<file path="src/lsdm_pkg.sv">
// ----------------------------------------------------------------------------
// lsdm_pkg
// Shared types, codes and lane helpers for the load/store data memory.
// ----------------------------------------------------------------------------
package lsdm_pkg;

	// fixed field widths
	localparam int BYTE_ADDR_W = 18;
	localparam int DATA_W      = 32;
	localparam int SIZE_W      = 3;

	// action codes
	localparam logic ACT_LOAD  = 1'b0;
	localparam logic ACT_STORE = 1'b1;

	// funct3 load codes
	localparam logic [SIZE_W-1:0] F3_LB  = 3'd0;
	localparam logic [SIZE_W-1:0] F3_LH  = 3'd1;
	localparam logic [SIZE_W-1:0] F3_LW  = 3'd2;
	localparam logic [SIZE_W-1:0] F3_LBU = 3'd4;
	localparam logic [SIZE_W-1:0] F3_LHU = 3'd5;

	// store width from funct3 bits 1:0
	localparam logic [1:0] ST_BYTE = 2'b00;
	localparam logic [1:0] ST_HALF = 2'b01;
	localparam logic [1:0] ST_WORD = 2'b10;
	localparam logic [1:0] ST_NONE = 2'b11;

	// controller states
	typedef enum logic [1:0] {
		ST_CLEAR,
		ST_IDLE,
		ST_LOAD
	} lsdm_state_t;

	// controller to datapath
	typedef struct packed {
		logic clr_wr;     // write zero at the clear pointer
		logic acc_store;  // input beat is a store, write memory now
		logic acc_load;   // input beat is a load, read memory now
		logic out_load;   // format read word into the output register
	} lsdm_cmd_t;

	// datapath to controller
	typedef struct packed {
		logic clr_last;   // clear pointer at the last word
		logic out_free;   // output register can take a beat this cycle
	} lsdm_status_t;

	// byte enables for a store
	function automatic logic [3:0] store_be(input logic [1:0] lane, input logic [1:0] sz);
		logic [3:0] be;
		be = 4'b0000;
		unique case (sz)
			ST_BYTE: be = 4'b0001 << lane;
			ST_HALF: be = lane[1] ? 4'b1100 : 4'b0011;
			ST_WORD: be = 4'b1111;
			ST_NONE: be = 4'b0000;
			default: be = 4'b0000;
		endcase
		return be;
	endfunction

	// store data replicated across lanes
	function automatic logic [DATA_W-1:0] store_lanes(input logic [1:0] sz,
		input logic [DATA_W-1:0] d);
		logic [DATA_W-1:0] w;
		w = d;
		unique case (sz)
			ST_BYTE: w = {4{d[7:0]}};
			ST_HALF: w = {2{d[15:0]}};
			ST_WORD: w = d;
			ST_NONE: w = d;
			default: w = d;
		endcase
		return w;
	endfunction

	// lane select and extension of a loaded word
	function automatic logic [DATA_W-1:0] load_format(input logic [DATA_W-1:0] word,
		input logic [1:0] lane, input logic [SIZE_W-1:0] code);
		logic [7:0]        b;
		logic [15:0]       h;
		logic [DATA_W-1:0] r;
		b = 8'h00;
		unique case (lane)
			2'd0: b = word[7:0];
			2'd1: b = word[15:8];
			2'd2: b = word[23:16];
			2'd3: b = word[31:24];
			default: b = 8'h00;
		endcase
		h = lane[1] ? word[31:16] : word[15:0];
		unique case (code)
			F3_LB:   r = {{24{b[7]}}, b};
			F3_LH:   r = {{16{h[15]}}, h};
			F3_LW:   r = word;
			F3_LBU:  r = {24'h000000, b};
			F3_LHU:  r = {16'h0000, h};
			default: r = '0;
		endcase
		return r;
	endfunction

endpackage

</file>
<file path="src/lsdm_ctrl.sv">
// ----------------------------------------------------------------------------
// lsdm_ctrl
// Controller: clearing pass after reset, input acceptance and load sequencing.
// ----------------------------------------------------------------------------
module lsdm_ctrl (
	input  logic                   clk,
	input  logic                   arst_n,
	input  logic                   in_valid,
	output logic                   in_stall,
	input  logic                   action,
	input  lsdm_pkg::lsdm_status_t status,
	output lsdm_pkg::lsdm_cmd_t    cmd
);
	import lsdm_pkg::*;

	lsdm_state_t state_q;
	lsdm_state_t state_d;

	// state register
	always_ff @(posedge clk or negedge arst_n) begin
		if (!arst_n) begin
			state_q <= ST_CLEAR;
		end else begin
			state_q <= state_d;
		end
	end

	// next state and commands
	always_comb begin
		state_d  = state_q;
		cmd      = '0;
		in_stall = 1'b1;
		unique case (state_q)
			ST_CLEAR: begin
				cmd.clr_wr = 1'b1;
				if (status.clr_last) begin
					state_d = ST_IDLE;
				end
			end
			ST_IDLE: begin
				in_stall = 1'b0;
				if (in_valid) begin
					if (action == ACT_STORE) begin
						cmd.acc_store = 1'b1;
					end else begin
						cmd.acc_load = 1'b1;
						state_d      = ST_LOAD;
					end
				end
			end
			ST_LOAD: begin
				if (status.out_free) begin
					cmd.out_load = 1'b1;
					state_d      = ST_IDLE;
				end
			end
			default: state_d = ST_CLEAR;
		endcase
	end

	// only one command at a time
	a_cmd_onehot: assert property (@(posedge clk) disable iff (!arst_n)
		$onehot0(cmd))
		else $error("conflicting datapath commands");

	// a pending load waits while the output register is blocked
	a_load_holds: assert property (@(posedge clk) disable iff (!arst_n)
		(state_q == ST_LOAD && !status.out_free) |=> (state_q == ST_LOAD))
		else $error("pending load dropped");

endmodule

</file>
<file path="config.mk">
export PLATFORM = sky130hd
export DESIGN_NAME = lsdm_ctrl
export DESIGN_NICKNAME = d
export VERILOG_FILES = /design/src/lsdm_pkg.sv /design/src/lsdm_ctrl.sv
export SDC_FILE = /design/constraint.sdc
export NUM_CORES = 1
export LEC_CHECK = 0
export ABC_AREA = 1
export BUFFER_PORTS_ARGS = -buffer_cell sky130_fd_sc_hd__buf_2
export CAP_MARGIN = 20
export CORE_AREA = 2 2 39 41
export DETAILED_ROUTE_END_ITERATION = 8
export DIE_AREA = 0 0 41 43
export PLACE_DENSITY = 0.3
export SLEW_MARGIN = 25
export SYNTH_ARGS = -nofsm -noshare
export SYNTH_HDL_FRONTEND = slang
export SYNTH_SLANG_ARGS = --single-unit
</file>
<file path="constraint.sdc">
create_clock -name clk -period 1.2 [get_ports clk]
set_clock_uncertainty 0.2 [all_clocks]
set_input_delay 0.18 -clock clk [delete_from_list [all_inputs] [get_ports clk]]
set_output_delay 0.18 -clock clk [all_outputs]
set_load 0.005 [all_outputs]
</file>
-- Word-level counts from Yosys, hierarchy flattened
Cells that the tools add are included.
Widths: inputs -> output; s select.
- register bits: 2
- input port bits: 6
- output and inout bits: 5
- equal/unequal tests: 6
- multiplexer cells: 13
- reductions and logical operators: 2
- operators with widths (operator ; count):
    $mux 2 ; 6
    $ne 2x2->1 const B ; 4
    $mux 1 ; 6
    $pmux 2 s3 ; 1
    $reduce_and 4->1 ; 1
    $eq 2x1->1 const B ; 1
    $eq 2x2->1 const B ; 1
    $logic_not 2->1 ; 1

-- Longest topological paths before layout
- word-level depth: 3
- mapped depth: 4
- gate-level depth less buffers: 4

-- Worst setup path before layout
No wires, ideal clock.
- path type: reg-to-output
- start point: register state_q[1]
- end point: output cmd[1] in the netlist's numbering
- data arrival time: 0.665 ns
- slack: 0.155 ns
- stages on the path, launching flop included: 4
- path buffers: 0
- cells stage by stage: dfrtp_1 -> inv_1 -> nand2_1 -> nor2_1
- RTL lines (what ; RTL line ; RTL):
    start: declaration ; lsdm_ctrl.sv:16 ; lsdm_state_t state_q;
    start signal: assignment ; lsdm_ctrl.sv:24 ; state_q <= state_d;
    end: declaration ; lsdm_ctrl.sv:12 ; output lsdm_pkg::lsdm_cmd_t cmd

-- Worst setup path after layout
- start point: register state_q[0]
- end point: register state_q[0]
- word-level cells in the longest chain between the ends: 3
- elaborated cells between the ends (all ways): 9
- ends and longest elaborated chain (what ; RTL line ; RTL):
    $eq 2x2->1, or another cell as far along ; lsdm_ctrl.sv:33 ; unique case (state_q)
    $ne 2x2->1 (no source line) ; -- ;
    $reduce_and 4->1 (no source line) ; -- ;
Parallel ways exist; a longest one is shown, timed or not.
A chain may end at the register's enable or synchronous reset.

==> impl_metrics.tcl <==
set metrics [dict create \
    h-tree-depth 1 \
    initial_utilization 0.0886 \
    top_level_ports 11 \
    max_freq_ghz 0.733 \
    post-route-worst-setup-slack_ns -0.164 \
    place.port_buffers 10 \
    post_dp_cell_area_um2 200 \
    report.final.setup_viol 7 \
    grt_setup_unrepaired "yes" \
    detailed_place_hpwl_um 263 \
    grt_pass1_vias 208 \
    most-common-layout-cells "10 x buf_2, 8 x buf_4, 5 x nor2_1" \
    dieWidth_um 41 \
    hold_class "in2reg" \
    timing_max_transition_violations_final 0 \
    synth-seq-cells 2 \
    die_height_um 43 \
    yosys_warns 0 \
    num-nets-final 52 \
    setup_tns_ns -0.800 \
    coreArea_um2 1380 \
    run_status "complete, but fails checks" \
    cp_max_fo 3 \
    clkSlewWorstSetupHoldPaths_ns 0.03 \
    whs_ns 0.0585 \
    num_rows 14 \
    clock_tree.buffer_depth 2 \
    startpoint_type "flip-flop" \
    clkLatencyLatePin_ns 0.22 \
    finalWirelength_um 561 \
    largestRegisters "state_q (2)" \
    layout.cell_area.non_filler_um2 318 \
    total_power_consumption_mw 0.658 \
    top_register "state_q" \
    syn_area_per_cell_um2 6.13 \
    cts.root.buffer_cell "clkbuf_4" \
    worstPathRequired_ns 1.10 \
    placedCellCount 47 \
    synth_nets 26 \
    leakagePower_nw 0.180 \
    drtPass1Iterations 3 \
    relSlewSlack 0.790 \
    layout_min_cycle_time_ns 1.36 \
    ys_types 7 \
    violations_in_the_final_reports "setup timing" \
    power.density_nw_per_um2 2070 \
    number_of_standard_cells_after_synthesis 20 \
    synth_largest_type_area_fraction 0.408 \
    timing.reg2reg.setup_slack_ns -0.16 \
    worst_path_largest_cell_delay_ns 0.39 \
    grt_overflow_total 0 \
    dr.first_iter.drc_count 6 \
    clock_sink_count 2 \
    hold_violations 0 \
    antenna_found_initial 0 \
    layout-drive-gt1-share 0.614 \
    vias_per_cell 3.42 \
    timing.setup.critical_path_class "reg2reg" \
    path_cells "inv_2 -> buf_4 -> buf_4 -> buf_4 -> o21ai_0 -> a21oi_2" \
    flow.area_growth_from_synthesis_pct 159 \
    dpl_worst_slack_ns 0.0679 \
    overall_via_count_from_detail_route 205 \
    cts_tree "yes" \
    tritoncts.num_buffers 3 \
    gp_congestion 0.585 \
    vdd.ir_drop.worst_v 0.000566 \
    final_core_utilization 0.230 \
    wire_length_of_the_first_global_routing_pass_um 752 \
    synthesis.area_um2 123 \
    worst-slew-pin-transition_ns 0.312 \
    final.fill_count 161 \
    floorplan.die_area_um2 1760 \
    route.detailed.drc 0 \
    synth_area_leader_cell "dfrtp_1" \
    crit_path_slowest_cell "dfrtp_1" \
    cap_violations 0 \
    worst_setup_path_end_kind "flip-flop" \
    synth.top_cells.by_area "dfrtp_1 41%, nor2_1 18%, nand2_1 15%, inv_1 12%, o22ai_1 5.1%" \
    global_router_s_overall_resource_usage 0.0724 \
    grt_start_max_net_pins 5 \
    synth.yosys.seq_area_share 0.408 \
    ant_nets 0 \
    period_share 1.14 \
    largest_register_ffs 2 \
    instances_no_fill 60 \
    layout_commonest_cell "buf_2" \
    cp.arrival_ns 1.26 \
    worst_path_most_repeated_cell "buf_4" \
    inserted_diodes 0 \
    detail_route.wl_per_cell_um 9.35 \
]
==> timing repair <==
| action | 4_1_cts | 5_1_grt |
|---|---|---|
| pin swaps | 2 | 1 |
| hold endpoints to repair | 3 | 0 |
| resized for setup | 4 | 2 |
| setup endpoints to repair | 5 | 6 |
| buffers inserted | 6 | 2 |
| hold buffers | 2 | 0 |
==> final cells by class <==
cell class	count	area [um^2]	area share
repair buffers	21	141	0.445
multi-input cells	14	68.8	0.217
flip-flops and latches	2	50.0	0.157
clock buffers	3	22.5	0.0709
well taps	16	20.0	0.0630
inverters	4	15.0	0.0472
==> cell families (layout without fill, tap and decap cells) <==
group                  after synthesis  in the layout  synth area share
buffers and inverters                4             28             0.122
AO/OA/AOI/OAI                        3              3             0.133
AND/OR/NAND/NOR                     11             11             0.337
flip-flops                           2              2             0.408
==> critical path, delay by kind of cell (launching register included) <==
kind | cells | cell delay [ns]
AO/OA/AOI/OAI | 2 | 0.23
buffers and inverters | 4 | 0.42
flip-flops | 1 | 0.39
==> power breakdown <==
part	total [mW]	switching, mW	leakage (nW)	internal, mW
logic	0.386	0.159	0.141	0.226
registers	0.122	0.0285	0.0251	0.0939
clock network	0.150	0.0394	0.0138	0.110
==> path summary, 6_finish.rpt <==
check / depth (start not counted) / to / start
setup / recovery: 6 / state_q[0] / state_q[0]
hold / removal: 3 / state_q[0] / status[0]
setup reg to reg: 6 / state_q[0] / state_q[0]
hold reg to reg: 3 / state_q[1] / state_q[0]
max in group asynchronous: 2 / state_q[1] / arst_n
min in group asynchronous: 2 / state_q[0] / arst_n
==> cell usage after synthesis <==
library cell / instances
dfrtp_1: 2
nor2_1: 6
a21oi_1: 1
inv_1: 4
o21ai_0: 1
nand2_1: 5
o22ai_1: 1
==> metal layers <==
| metal | track usage | vias up | routed length [um] |
|---|---|---|---|
| li1 | - | 108 | - |
| met1 | 0.0645 | 87 | 196 |
| met2 | 0.116 | 10 | 309 |
| met3 | 0.0314 | 0 | 55 |
| met4 | 0.0600 | 0 | 0 |
| met5 | 0 | - | 0 |
(Power assumes the default switching activity.)
